<file path="src/rtl/rwp_pkg.sv">
// shared types and constants for the riff/wave pcm16 stream parser
// no dependencies; imported by every module of the block
`timescale 1ns / 1ps

package rwp_pkg;

	// file header layout
	localparam int HDR_LEN = 12;
	localparam logic [7:0] MAGIC_RIFF [4] = '{8'h52, 8'h49, 8'h46, 8'h46};
	localparam logic [7:0] MAGIC_WAVE [4] = '{8'h57, 8'h41, 8'h56, 8'h45};

	// chunk ids, first id byte in the top bits
	localparam logic [31:0] ID_FMT  = 32'h666D7420;
	localparam logic [31:0] ID_DATA = 32'h64617461;

	// fmt chunk byte positions, counted from the first id byte
	localparam int FMT_CH_LO   = 10;
	localparam int FMT_CH_HI   = 11;
	localparam int FMT_RATE_LO = 12;
	localparam int FMT_RATE_HI = 15;
	localparam int FMT_BITS_LO = 22;
	localparam int FMT_BITS_HI = 23;
	localparam int CHUNK_HDR   = 8;
	localparam int PCM_BITS    = 16;

	// report status codes
	localparam logic [1:0] ST_OK       = 2'd0;
	localparam logic [1:0] ST_NOT_WAVE = 2'd1;
	localparam logic [1:0] ST_NO_PCM16 = 2'd2;

	// result kinds
	localparam logic KIND_SAMPLE = 1'b0;
	localparam logic KIND_REPORT = 1'b1;

	// output queue
	localparam int OQ_DEPTH = 4;
	localparam int OQ_PTR_W = $clog2(OQ_DEPTH);
	localparam int OQ_CNT_W = $clog2(OQ_DEPTH + 1);

	localparam int TDATA_W = 104;

	typedef struct packed {
		logic               kind;
		logic signed [15:0] sample;
		logic [1:0]         status;
		logic [15:0]        channel_count;
		logic [31:0]        sample_rate;
		logic [30:0]        sample_total;
		logic               last;
	} item_t;

	// up to two results from one byte: a sample, then the report
	typedef struct packed {
		logic  smp_vld;
		logic  rpt_vld;
		item_t smp;
		item_t rpt;
	} bundle_t;

endpackage

</file>
<file path="src/rtl/riff_wav_pcm16_stream_parser.sv">
// top level of the riff/wave pcm16 stream parser
// depends on rwp_pkg, rwp_parser and rwp_outq
`timescale 1ns / 1ps

// channel   dir  tdata                         tuser   tlast
// s_axis    in   data_byte[7:0]                -       end_of_file
// m_axis    out  sample, status, channel_count  kind    last
//                sample_rate, sample_total
//
// one file byte is taken every cycle while s_tready is high; the parser updates
// its chunk state and registers its results, and a 4-item output queue then
// registers them and shows them on the master side
// the final byte of a file that also completes a sample gives two items, which
// the queue takes in together and hands out one after the other
// s_tready falls when the queue, counting results still in the parser
// register, cannot take two more items; a stalled master never loses items
// arst_n clears the parser state, the result valids and the queue pointers

module riff_wav_pcm16_stream_parser
	import rwp_pkg::*;
(
	input  logic               clk,
	input  logic               arst_n,
	input  logic               s_tvalid,
	output logic               s_tready,
	input  logic [7:0]         s_tdata,   // [7:0] data_byte
	input  logic               s_tlast,   // end_of_file
	output logic               m_tvalid,
	input  logic               m_tready,
	output logic [TDATA_W-1:0] m_tdata,   // [15:0] sample, [17:16] status,
	                                      // [33:18] channel_count,
	                                      // [65:34] sample_rate,
	                                      // [96:66] sample_total, rest zero
	output logic               m_tuser,   // [0] kind
	output logic               m_tlast    // last
);

	bundle_t bundle;
	logic    room;
	item_t   head;

	// chunk walk and result register
	rwp_parser u_parser (
		.clk     (clk),
		.arst_n  (arst_n),
		.in_vld  (s_tvalid),
		.in_byte (s_tdata),
		.in_eof  (s_tlast),
		.room    (room),
		.in_rdy  (s_tready),
		.bundle  (bundle)
	);

	// decouples the master side from the byte stream
	rwp_outq u_outq (
		.clk      (clk),
		.arst_n   (arst_n),
		.bundle   (bundle),
		.out_rdy  (m_tready),
		.out_vld  (m_tvalid),
		.out_item (head),
		.room     (room)
	);

	// pack fields from the lowest bit up, zero pad to whole bytes
	assign m_tdata = {7'd0, head.sample_total, head.sample_rate, head.channel_count,
		head.status, head.sample};
	assign m_tuser = head.kind;
	assign m_tlast = head.last;

endmodule

</file>
<file path="src/rtl/rwp_parser.sv">
// byte parser: header check, chunk walk, fmt capture, sample pairing
// depends on rwp_pkg; registers its results into a bundle for rwp_outq
`timescale 1ns / 1ps

module rwp_parser
	import rwp_pkg::*;
(
	input  logic       clk,
	input  logic       arst_n,
	input  logic       in_vld,
	input  logic [7:0] in_byte,
	input  logic       in_eof,
	input  logic       room,
	output logic       in_rdy,
	output bundle_t    bundle
);

	localparam logic [1:0] PH_HEADER = 2'd0;
	localparam logic [1:0] PH_CHUNKS = 2'd1;
	localparam logic [1:0] PH_IGNORE = 2'd2;

	logic [3:0]  hdr_cnt_q, hdr_cnt_n;
	logic        hdr_bad_q, hdr_bad_n;
	logic [1:0]  phase_q, phase_n;
	logic [31:0] chunk_id_q, chunk_id_n;
	logic [31:0] chunk_len_q, chunk_len_n;
	logic [32:0] chunk_pos_q, chunk_pos_n;
	logic [15:0] fmt_ch_q, fmt_ch_n;
	logic [31:0] fmt_rate_q, fmt_rate_n;
	logic [15:0] fmt_bits_q, fmt_bits_n;
	logic        data_seen_q, data_seen_n;
	logic [7:0]  low_hold_q, low_hold_n;
	logic [30:0] smp_cnt_q, smp_cnt_n;

	logic        smp_vld_s1, rpt_vld_s1;
	item_t       smp_s1, rpt_s1;

	logic        accept;
	logic        smp_hit;
	item_t       smp_item, rpt_item;
	logic        in_body;
	logic [32:0] body_lim, pos_inc, wrap_lim;
	logic [1:0]  st;

	assign in_rdy = room;
	assign accept = in_vld & room;

	always_comb begin
		hdr_cnt_n   = hdr_cnt_q;
		hdr_bad_n   = hdr_bad_q;
		phase_n     = phase_q;
		chunk_id_n  = chunk_id_q;
		chunk_len_n = chunk_len_q;
		chunk_pos_n = chunk_pos_q;
		fmt_ch_n    = fmt_ch_q;
		fmt_rate_n  = fmt_rate_q;
		fmt_bits_n  = fmt_bits_q;
		data_seen_n = data_seen_q;
		low_hold_n  = low_hold_q;
		smp_cnt_n   = smp_cnt_q;
		smp_hit     = 1'b0;
		st          = ST_OK;
		body_lim    = {1'b0, chunk_len_q} + 33'(CHUNK_HDR);
		in_body     = (chunk_pos_q >= 33'(CHUNK_HDR)) && (chunk_pos_q < body_lim);
		pos_inc     = chunk_pos_q + 33'd1;
		wrap_lim    = '0;

		smp_item               = '0;
		smp_item.kind          = KIND_SAMPLE;
		smp_item.sample        = {in_byte, low_hold_q};
		rpt_item               = '0;

		if (accept) begin
			unique case (phase_q)
				PH_HEADER: begin
					if (hdr_cnt_q < 4'd4 && in_byte != MAGIC_RIFF[hdr_cnt_q[1:0]])
						hdr_bad_n = 1'b1;
					if (hdr_cnt_q >= 4'd8 && in_byte != MAGIC_WAVE[hdr_cnt_q[1:0]])
						hdr_bad_n = 1'b1;
					if (hdr_bad_n) begin
						phase_n = PH_IGNORE;
					end else if (hdr_cnt_q == 4'(HDR_LEN - 1)) begin
						phase_n = PH_CHUNKS;
					end
				end
				PH_CHUNKS: begin
					if (chunk_pos_q < 33'd4) begin
						chunk_id_n = {chunk_id_q[23:0], in_byte};
					end else if (chunk_pos_q < 33'(CHUNK_HDR)) begin
						if (chunk_pos_q[1:0] == 2'd0) chunk_len_n = {24'd0, in_byte};
						else chunk_len_n[8*chunk_pos_q[1:0] +: 8] = in_byte;
						if (chunk_pos_q[1:0] == 2'd3 && chunk_id_q == ID_DATA)
							data_seen_n = 1'b1;
					end else if (in_body) begin
						if (chunk_id_q == ID_FMT) begin
							if (chunk_pos_q == 33'(FMT_CH_LO)) fmt_ch_n[7:0] = in_byte;
							else if (chunk_pos_q == 33'(FMT_CH_HI)) fmt_ch_n[15:8] = in_byte;
							else if (chunk_pos_q >= 33'(FMT_RATE_LO)
								&& chunk_pos_q <= 33'(FMT_RATE_HI))
								fmt_rate_n[8*chunk_pos_q[1:0] +: 8] = in_byte;
							else if (chunk_pos_q == 33'(FMT_BITS_LO)) fmt_bits_n[7:0] = in_byte;
							else if (chunk_pos_q == 33'(FMT_BITS_HI)) fmt_bits_n[15:8] = in_byte;
						end else if (chunk_id_q == ID_DATA) begin
							// body offset parity equals position parity
							if (!chunk_pos_q[0]) begin
								low_hold_n = in_byte;
							end else begin
								smp_hit = 1'b1;
								if (smp_cnt_q != '1) smp_cnt_n = smp_cnt_q + 31'd1;
							end
						end
					end
					// chunk ends after the body and the pad byte of an odd length
					wrap_lim = {1'b0, chunk_len_n} + 33'(CHUNK_HDR) + {32'd0, chunk_len_n[0]};
					if (pos_inc >= 33'(CHUNK_HDR) && pos_inc == wrap_lim) chunk_pos_n = '0;
					else chunk_pos_n = pos_inc;
				end
				default: ;
			endcase

			if (hdr_cnt_q != 4'(HDR_LEN)) hdr_cnt_n = hdr_cnt_q + 4'd1;

			if (in_eof) begin
				if (hdr_bad_n || hdr_cnt_n < 4'(HDR_LEN)) st = ST_NOT_WAVE;
				else if (!data_seen_n || fmt_bits_n != 16'(PCM_BITS)) st = ST_NO_PCM16;
				else st = ST_OK;
				rpt_item.kind          = KIND_REPORT;
				rpt_item.status        = st;
				rpt_item.channel_count = fmt_ch_n;
				rpt_item.sample_rate   = fmt_rate_n;
				rpt_item.sample_total  = smp_cnt_n;
				rpt_item.last          = 1'b1;
				// next byte starts a new file
				hdr_cnt_n   = '0;
				hdr_bad_n   = 1'b0;
				phase_n     = PH_HEADER;
				chunk_id_n  = '0;
				chunk_len_n = '0;
				chunk_pos_n = '0;
				fmt_ch_n    = '0;
				fmt_rate_n  = '0;
				fmt_bits_n  = '0;
				data_seen_n = 1'b0;
				low_hold_n  = '0;
				smp_cnt_n   = '0;
			end
		end
	end

	always_ff @(posedge clk or negedge arst_n) begin
		if (!arst_n) begin
			hdr_cnt_q   <= '0;
			hdr_bad_q   <= 1'b0;
			phase_q     <= PH_HEADER;
			chunk_id_q  <= '0;
			chunk_len_q <= '0;
			chunk_pos_q <= '0;
			fmt_ch_q    <= '0;
			fmt_rate_q  <= '0;
			fmt_bits_q  <= '0;
			data_seen_q <= 1'b0;
			low_hold_q  <= '0;
			smp_cnt_q   <= '0;
			smp_vld_s1  <= 1'b0;
			rpt_vld_s1  <= 1'b0;
		end else begin
			hdr_cnt_q   <= hdr_cnt_n;
			hdr_bad_q   <= hdr_bad_n;
			phase_q     <= phase_n;
			chunk_id_q  <= chunk_id_n;
			chunk_len_q <= chunk_len_n;
			chunk_pos_q <= chunk_pos_n;
			fmt_ch_q    <= fmt_ch_n;
			fmt_rate_q  <= fmt_rate_n;
			fmt_bits_q  <= fmt_bits_n;
			data_seen_q <= data_seen_n;
			low_hold_q  <= low_hold_n;
			smp_cnt_q   <= smp_cnt_n;
			smp_vld_s1  <= accept & smp_hit;
			rpt_vld_s1  <= accept & in_eof;
		end
	end

	always_ff @(posedge clk) begin
		smp_s1 <= smp_item;
		rpt_s1 <= rpt_item;
	end

	assign bundle = '{smp_vld: smp_vld_s1, rpt_vld: rpt_vld_s1, smp: smp_s1, rpt: rpt_s1};

`ifndef SYNTHESIS
	a_rpt_clears: assert property (@(posedge clk) disable iff (!arst_n)
		rpt_vld_s1 |-> (phase_q == PH_HEADER && hdr_cnt_q == '0 && smp_cnt_q == '0))
		else $error("parser state not cleared after report");
	a_smp_phase: assert property (@(posedge clk) disable iff (!arst_n)
		smp_vld_s1 |-> $past(phase_q) == PH_CHUNKS)
		else $error("sample produced outside chunk walk");
	a_ignore_bad: assert property (@(posedge clk) disable iff (!arst_n)
		phase_q == PH_IGNORE |-> hdr_bad_q)
		else $error("ignore phase without bad header");
	a_hdr_sat: assert property (@(posedge clk) disable iff (!arst_n)
		hdr_cnt_q <= 4'(HDR_LEN))
		else $error("header counter past saturation");
`endif

endmodule

</file>
<file path="src/rtl/rwp_outq.sv">
// output queue: takes up to two results a cycle, hands out one item a cycle while out_rdy is high
// depends on rwp_pkg; fed by rwp_parser
`timescale 1ns / 1ps

module rwp_outq
	import rwp_pkg::*;
(
	input  logic    clk,
	input  logic    arst_n,
	input  bundle_t bundle,
	input  logic    out_rdy,
	output logic    out_vld,
	output item_t   out_item,
	output logic    room
);

	item_t                 mem_q [OQ_DEPTH];
	logic [OQ_PTR_W-1:0]   wr_ptr_q, rd_ptr_q;
	logic [OQ_CNT_W-1:0]   cnt_q;
	logic [OQ_CNT_W-1:0]   push_n;
	logic [OQ_PTR_W-1:0]   rpt_ptr;
	logic                  pop;

	assign push_n  = OQ_CNT_W'(bundle.smp_vld) + OQ_CNT_W'(bundle.rpt_vld);
	assign rpt_ptr = wr_ptr_q + OQ_PTR_W'(bundle.smp_vld);
	assign out_vld = (cnt_q != '0);
	assign out_item = mem_q[rd_ptr_q];
	assign pop     = out_vld & out_rdy;
	// space for two more items beyond what is queued or on its way
	assign room    = ((OQ_CNT_W+1)'(cnt_q) + (OQ_CNT_W+1)'(push_n))
		<= (OQ_CNT_W+1)'(OQ_DEPTH - 2);

	always_ff @(posedge clk or negedge arst_n) begin
		if (!arst_n) begin
			wr_ptr_q <= '0;
			rd_ptr_q <= '0;
			cnt_q    <= '0;
		end else begin
			wr_ptr_q <= wr_ptr_q + OQ_PTR_W'(push_n);
			if (pop) rd_ptr_q <= rd_ptr_q + OQ_PTR_W'(1);
			cnt_q <= cnt_q + push_n - OQ_CNT_W'(pop);
		end
	end

	always_ff @(posedge clk) begin
		if (bundle.smp_vld) mem_q[wr_ptr_q] <= bundle.smp;
		if (bundle.rpt_vld) mem_q[rpt_ptr] <= bundle.rpt;
	end

`ifndef SYNTHESIS
	a_cnt_max: assert property (@(posedge clk) disable iff (!arst_n)
		cnt_q <= OQ_CNT_W'(OQ_DEPTH))
		else $error("output queue count above depth");
	a_no_overflow: assert property (@(posedge clk) disable iff (!arst_n)
		((OQ_CNT_W+1)'(cnt_q) + (OQ_CNT_W+1)'(push_n))
			<= ((OQ_CNT_W+1)'(OQ_DEPTH) + (OQ_CNT_W+1)'(pop)))
		else $error("output queue overflow");
	a_ptr_cnt: assert property (@(posedge clk) disable iff (!arst_n)
		(rd_ptr_q == wr_ptr_q) |-> (cnt_q == '0 || cnt_q == OQ_CNT_W'(OQ_DEPTH)))
		else $error("queue pointers disagree with count");
`endif

endmodule
</file>
<file path="config.mk">
export PLATFORM = sky130hd
export DESIGN_NAME = riff_wav_pcm16_stream_parser
export DESIGN_NICKNAME = d
export VERILOG_FILES = /design/src/rtl/rwp_pkg.sv /design/src/rtl/riff_wav_pcm16_stream_parser.sv /design/src/rtl/rwp_parser.sv /design/src/rtl/rwp_outq.sv
export SDC_FILE = /design/constraint.sdc
export NUM_CORES = 1
export LEC_CHECK = 0
export BUFFER_PORTS_ARGS = -buffer_cell sky130_fd_sc_hd__buf_4
export CELL_PAD_IN_SITES_DETAIL_PLACEMENT = 2
export CELL_PAD_IN_SITES_GLOBAL_PLACEMENT = 2
export CORE_ASPECT_RATIO = 0.75
export CORE_MARGIN = 8
export CORE_UTILIZATION = 47
export DETAILED_ROUTE_END_ITERATION = 10
export GPL_TIMING_DRIVEN = 0
export PLACE_DENSITY_LB_ADDON = 0.3
export SLEW_MARGIN = 15
export SYNTH_ARGS = -nofsm -noshare
export SYNTH_HDL_FRONTEND = slang
export SYNTH_HIERARCHICAL = 1
export SYNTH_SLANG_ARGS = --single-unit
</file>
<file path="constraint.sdc">
create_clock -name clk -period 15.1 [get_ports clk]
set_clock_uncertainty 0.15 [all_clocks]
set_input_delay 2.265 -clock clk [delete_from_list [all_inputs] [get_ports clk]]
set_output_delay 2.265 -clock clk [all_outputs]
set_load 0.02 [all_outputs]
</file>
; After elaboration in Yosys (flattened, before gate mapping)
; Memory sizes are Yosys's and may differ from the RTL's.
; Cells that the tools add are included.
[word_totals]
ram_bits = 396
regBits = 316
word_cells = 209
out_inout_bits = 108
mem_count = 1
input_bits = 13
[mem_list]
columns = memory, words, word_bits, rd, rd_clocked_by_memory_dff, write_ports, line_no
row1 = u_outq.mem_q, 4, 99, 1, 0, 2, rwp_outq.sv:17  ; item_t mem_q [OQ_DEPTH];
[op_classes]
bitwise = 7
addsub = 14
shifts = 2
eq_ne = 19
magnitude_cmp = 12
n_mux = 105
reduce_logical = 24
[ops]
columns = op, count
row1 = two-way mux 32 bit, 19
row2 = two-way mux 31 bit, 9
row3 = two-way mux 16 bit, 16
row4 = two-way mux 8 bit, 18
row5 = ">= comparator 33 x 4 -> 1 bit, second input constant", 3
row6 = two-way mux 33 bit, 3
row7 = "adder 32 x 4 -> 33 bit, second input constant", 2
row8 = "equality test 33 x 4 -> 1 bit, second input constant", 2
row9 = "equality test 33 x 5 -> 1 bit, second input constant", 2
row10 = bitwise mux 32 bit, 2
row11 = "equality test 32 x 31 -> 1 bit, second input constant", 2
row12 = negator 5 -> 34 bit, 1
row13 = "variable shift 8 x 34 -> 32 bit, first input constant", 1
row14 = indexed part select 8 x 34 -> 32 bit, 1
row15 = adder 33 x 1 -> 33 bit, 1
row16 = "adder 33 x 1 -> 33 bit, second input constant", 1
row17 = equality test 33 bit, 1
row18 = "<= comparator 33 x 4 -> 1 bit, second input constant", 1
row19 = "< comparator 33 x 3 -> 1 bit, second input constant", 1
row20 = < comparator 33 bit, 1
row21 = "< comparator 33 x 4 -> 1 bit, second input constant", 1
row22 = binary-select mux 8 bit (select 2 bit), 2
row23 = "adder 31 x 1 -> 31 bit, second input constant", 1
row24 = "!= test 31 bit, second input constant", 1
row25 = 36 further kinds, 91

; Longest topological paths before layout
[depth]
ltp_word = 16
mapped_depth = 25
ltp_nobuf = 19

; Cells and area by module
; The synthesis kept the hierarchy.
[by_module_without_submodules]
columns = mod, area_each_um2, cells_per_inst, instances, seq_area_each_um2
row1 = rwp_outq, 19407.4, 1006, 1, 12066.6
row2 = rwp_parser, 18230.0, 2130, 1, 7216.9
row3 = riff_wav_pcm16_stream_parser, 56.3, 8, 1, 0.0

; Worst setup path after synthesis
; Ideal clock, no wire load.
[synth_timing]
kind = register to register
startpoint = reg u_outq.wr_ptr_q[1]
endpoint = mem u_outq/mem_q[0][0] (netlist bit), enable pin
required_time_ns = 14.257
stages_incl_launch_ff = 3
arrival_ns = 7.501
slack_ns = 6.756
setup_ns = 0.693
n_path_buf = 0
period_less_slack_ns = 8.344
path_cell_list = dfrtp_1 -> nand2b_1 -> o21ai_0
[synth_lines]
columns = element, line_no
row1 = "start, declared", rwp_outq.sv:18  ; logic [OQ_PTR_W-1:0] wr_ptr_q, rd_ptr_q;
row2 = "start signal, assigned", rwp_outq.sv:39  ; wr_ptr_q <= wr_ptr_q + OQ_PTR_W'(push_n);
row3 = "end, declared", rwp_outq.sv:17

; Worst setup path in the final report
[layout_timing]
startpoint = reg u_parser.chunk_pos_q[0]
endpoint = reg u_parser.chunk_pos_q[12]
[layout_via]
elab_chain_len = 15
elab_cells_between_ends = 21
classes_between = add/sub (4) / order compare (3) / eq/ne (1) / shift (2) / mux (9) / reduce/logical (2)
[layout_rtl]
columns = element, line_no
row1 = "start, declared", rwp_parser.sv:27  ; logic [32:0] chunk_pos_q, chunk_pos_n;
row2 = "start signal, assigned", rwp_parser.sv:172  ; chunk_pos_q <= chunk_pos_n;
row3 = negator 5 -> 34 bit, rwp_parser.sv:91  ; else chunk_len_n[8*chunk_pos_q[1:0] +: 8] = in_byte;
row4 = indexed part select 8 x 34 -> 32 bit / variable shift 8 x 34 -> 32 bit (equally long branches), rwp_parser.sv:91
row5 = bitwise mux 32 bit, rwp_parser.sv:91
row6 = two-way mux 32 bit, rwp_parser.sv:90  ; if (chunk_pos_q[1:0] == 2'd0) chunk_len_n = {24'd0, in_byte};
row7 = two-way mux 32 bit, rwp_parser.sv:89  ; end else if (chunk_pos_q < 33'(CHUNK_HDR)) begin
row8 = two-way mux 32 bit, rwp_parser.sv:87  ; if (chunk_pos_q < 33'd4) begin
row9 = two-way mux 32 bit, rwp_parser.sv:74  ; unique case (phase_q)
row10 = two-way mux 32 bit, rwp_parser.sv:73  ; if (accept) begin
row11 = adder 32 x 4 -> 33 bit, rwp_parser.sv:114  ; wrap_lim = {1'b0, chunk_len_n} + 33'(CHUNK_HDR) + {32'd0, chunk_len_n[0]};
row12 = adder 33 x 1 -> 33 bit, rwp_parser.sv:114
row13 = equality test 33 bit, rwp_parser.sv:115  ; if (pos_inc >= 33'(CHUNK_HDR) && pos_inc == wrap_lim) chunk_pos_n = '0;
row14 = logical AND 1 bit, rwp_parser.sv:115
row15 = two-way mux 33 bit *, rwp_parser.sv:115
row16 = two-way mux 33 bit *, rwp_parser.sv:74
row17 = two-way mux 33 bit *, rwp_parser.sv:123  ; if (in_eof) begin
; Every way passes the cells marked *; elsewhere a longest branch is shown, timed or not. The select of a mux whose other input is x is not followed.
; A chain may end at the register's enable or synchronous reset.

==> summary.md <==
| Metric | Value |
|---|---|
| Status | complete, no violations |
| Slew @ Worst Pin | around 1.3 ns |
| FMAX | 105 MHz |
| Initial antenna violation count | 13 |
| Top Ports | 121 |
| Critical path's largest stage delay | roughly 0.75 ns |
| Starting density of the core | 47.1% |
| Pwr dens | approximately 140 mW/mm^2 |
| Fin crit share | between 60% and 70% |
| Vias per cell | roughly 6.8 |
| CP max FO | 10 |
| Syn Area/Cell | about 12 um^2 |
| CTS Buf Count | between 70 and 80 |
| CTS Hold Bufs | 0 |
| Dominant cells by area after synthesis | edfxtp_1, dfrtp_1, mux2_2 |
| Most common cell after layout, fill and taps aside | edfxtp_1 |
| Setup crit end kind | flip-flop |
| CTS max path bufs | 3 |
| Area of the multi-input gates | ~0.017 mm^2 |
| CP max stage cell | nor4_1 |
| Maxcap violations | 0 |
| Most frequent cell on the critical path | clkbuf_1 |
| Most frequently used flop master after synthesis | edfxtp_1 |
| Total GRT Usage | 38.2% |
| Pleak | roughly 16 nW |
| Final Hold Viols | 0 |
| Min Clock Period, post-route | around 9.6 ns |
| Grt total ovfl | 0 |
| Register area | a little under 0.02 mm^2 |
| Initial DRT Pass Iterations | 7 |
| CP Launch Type | flip-flop |
| Post-route DRC violation count | 0 |
| Clk sink count | between 700 and 800 |
| Final Util | 54.5% |
| Pin count of the biggest net entering global routing | 92 |
| NumNets Final | ~3500 |
| Clock Tree Root | clkbuf_16 |
| Worst VDD drop | between 0.09 and 0.1 mV |
| Skew-Pair Late Insertion Delay | between 0.6 and 0.7 ns |
| Post-route ant nets | 0 |
| Routability congestion estimate | around 0.94 |
| Syn Std Cell Area | ~0.038 mm^2 |
| CTS clk-pin slew, worst paths | approximately 0.070 ns |
| Iter 0 DRT Violations | about 3700 |
| Final Cell Area | about 0.044 mm^2 |
| Max-slew violation count | 0 |
| Non-filler cells, final | 4592 |
| Cell Area, Placed | a little over 0.04 mm^2 |
| Global-route wire length before repair | 251000 um |
| Routed WL | about 170000 um |
| Worst EP required | roughly 16 ns |
| Quantity of I/O buffers inserted on ports | between 100 and 150 |
| Placed insts | roughly 4400 |
| Setup Buffers After CTS | 0 |
| Crit path kind | reg -> reg |
| Arr. time, crit path | between 9 and 10 ns |
| Yosys reg bits | between 700 and 800 |
| Via count | just over 30000 |
| Synth area leader | edfxtp_1 |
| Sum Neg Setup Slack | 0 ns |
| Syn-to-layout area delta | 15.6% |
| Final setup viols | 0 |
| Fraction of registers with async set/reset | 30.5% |
| Die W | 343 um |
| Filler cell count | about 7500 |
| Post-CTS Resized | 0 |
| Post-DP HPWL | between 100000 and 150000 um |
| Die Y | ~260 um |
| H-tree levels | 3 |
| Row count | 90 |
| Distinct cells, synth | 90 |
| Fraction of layout instances using a drive strength above 1 | roughly a quarter |
| WL per Instance | 37.8 um |
| Worst slew margin | around 16% |
| Worst hold path class | reg -> reg |
| Mapped Cells | between 3000 and 4000 |
| Vias in the first global route | ~34000 |
| EDFF count, synth | just under 400 |
| Overall die area | approximately 0.09 mm^2 |
| Top-area cell type share of the netlist area | a little under a third |
| Commonest cells after routing, fill and taps aside | edfxtp_1, nand2_1, mux2_2, buf_4, dfrtp_1 |
| Post-synthesis sequential area ratio | between 50% and 60% |
| Core Region | roughly 0.080 mm^2 |
| RSZ-0062 raised after global routing | false |
| YS warnings | 6 |
| CTS tree | done |
-- cells by family after synthesis --
kind of cell / after synthesis / synth area share (%)
flip-flops: 711 / 51.2
multiplexers: 540 / 19.0
adder cells (fa/ha/maj): 55 / 1.87
other: 2 / 0.0199
XOR/XNOR: 137 / 3.18
AND/OR/NAND/NOR: 863 / 11.6
AO/OA/AOI/OAI: 486 / 8.39
buffers and inverters: 350 / 4.81
-- synth_stat cells (7+ instances only) --
master / number
nand2b_1: 12
edfxtp_1: 396
or4_1: 7
clkbuf_1: 131
a32oi_1: 8
mux2i_1: 41
and4_1: 19
or3_1: 19
nand2_1: 327
a22o_1: 71
a21oi_1: 106
xor2_1: 63
nand4_1: 55
xnor2_1: 74
dfxtp_1: 98
nor4_1: 41
nand3_1: 106
o211ai_1: 8
and3_1: 35
buf_4: 112
o22ai_1: 8
a21o_1: 27
inv_1: 38
o21ai_1: 28
a31oi_1: 22
dfrtp_1: 217
ha_1: 53
o21ai_0: 122
mux2_2: 261
mux4_2: 99
a41oi_1: 7
nor3_1: 36
and2_1: 27
o31ai_1: 15
nor2b_1: 9
buf_2: 62
nor2_1: 112
nor4b_1: 7
mux2_1: 139
-- critical path: cells and delay by family, from the launching register on --
| family | cells | cell delay [ns] |
|---|---|---|
| buffers and inverters | 8 | 3.42 |
| AND/OR/NAND/NOR | 8 | 2.71 |
| AO/OA/AOI/OAI | 6 | 1.69 |
| adder cells (fa/ha/maj) | 2 | 0.63 |
| flip-flops | 1 | 0.45 |
| multiplexers | 1 | 0.40 |
-- routing by layer --
layer  wire, um  global-route usage, %  up-vias
met5         54                      0        -
met4       9080                   16.6        8
met3      16000                   8.76      573
met2      82600                   63.6     2006
met1      66100                   47.8    16200
li1           -                      -    12200
-- metrics by stage --
step           setup WS, ns  hold WS [ns]  power [mW]
2_1_floorplan          6.76         0.217        3.28
3_3_place_gp        -0.0222         0.236        3.90
3_5_place_dp           6.39         0.246        3.99
4_1_cts                6.08         0.244        6.14
5_1_grt                5.51         0.252        6.28
6_report               5.54         0.259        6.16
-- path summary, 6_finish.rpt --
| kind | start | slack, ns | to | cells past startpoint |
|---|---|---|---|---|
| max | u_parser/chunk_pos_q[0] | 5.54 | u_parser/chunk_pos_q[12] | 25 |
| min | u_parser/low_hold_q[6] | 0.26 | u_parser/bundle[187] | 0 |
| max reg2reg | u_parser/chunk_pos_q[0] | 5.54 | u_parser/chunk_pos_q[12] | 25 |
| min reg2reg | u_parser/low_hold_q[6] | 0.26 | u_parser/bundle[187] | 0 |
| max in group asynchronous | arst_n | 12.52 | u_parser/smp_cnt_q[15] | 2 |
| min in group asynchronous | arst_n | 1.36 | u_parser/chunk_pos_q[12] | 1 |
-- flip-flops by register name, indices dropped and copies added, names as in the netlist, 2 cells and up --
| signal | flops |
|---|---|
| u_parser/fmt_bits_q | 16 |
| u_parser/fmt_rate_q | 32 |
| u_outq/cnt_q | 3 |
| u_parser/phase_q | 2 |
| u_parser/fmt_ch_q | 16 |
| u_parser/smp_cnt_q | 31 |
| u_parser/chunk_len_q | 32 |
| u_outq/rd_ptr_q | 2 |
| u_parser/hdr_cnt_q | 4 |
| u_parser/low_hold_q | 8 |
| u_outq/wr_ptr_q | 2 |
| u_parser/chunk_pos_q | 33 |
| u_parser/chunk_id_q | 32 |
| u_outq/mem_q | 396 |
| u_parser/bundle | 98 |
-- power breakdown --
part           internal [mW]  leakage (nW)  switching [mW]
clock                   1.16          1.28           0.930
sequential              2.18          7.38          0.0680
combinational          0.688          7.71            1.13
total                   4.03          16.4            2.13
-- layout make-up --
type                            instances  share of cell area [%]
Multi-Input combinational cell       2187                    39.3
Antenna cell                            3                  0.0172
Buffer                                310                    3.81
Inverter                               40                   0.344
Clock buffer                           99                    4.89
Tap cell                             1058                    3.04
Clock inverter                         43                    1.11
Timing Repair Buffer                  141                    3.29
Sequential cell                       711                    44.2
Note: power is estimated with default switching activity, not from simulation.
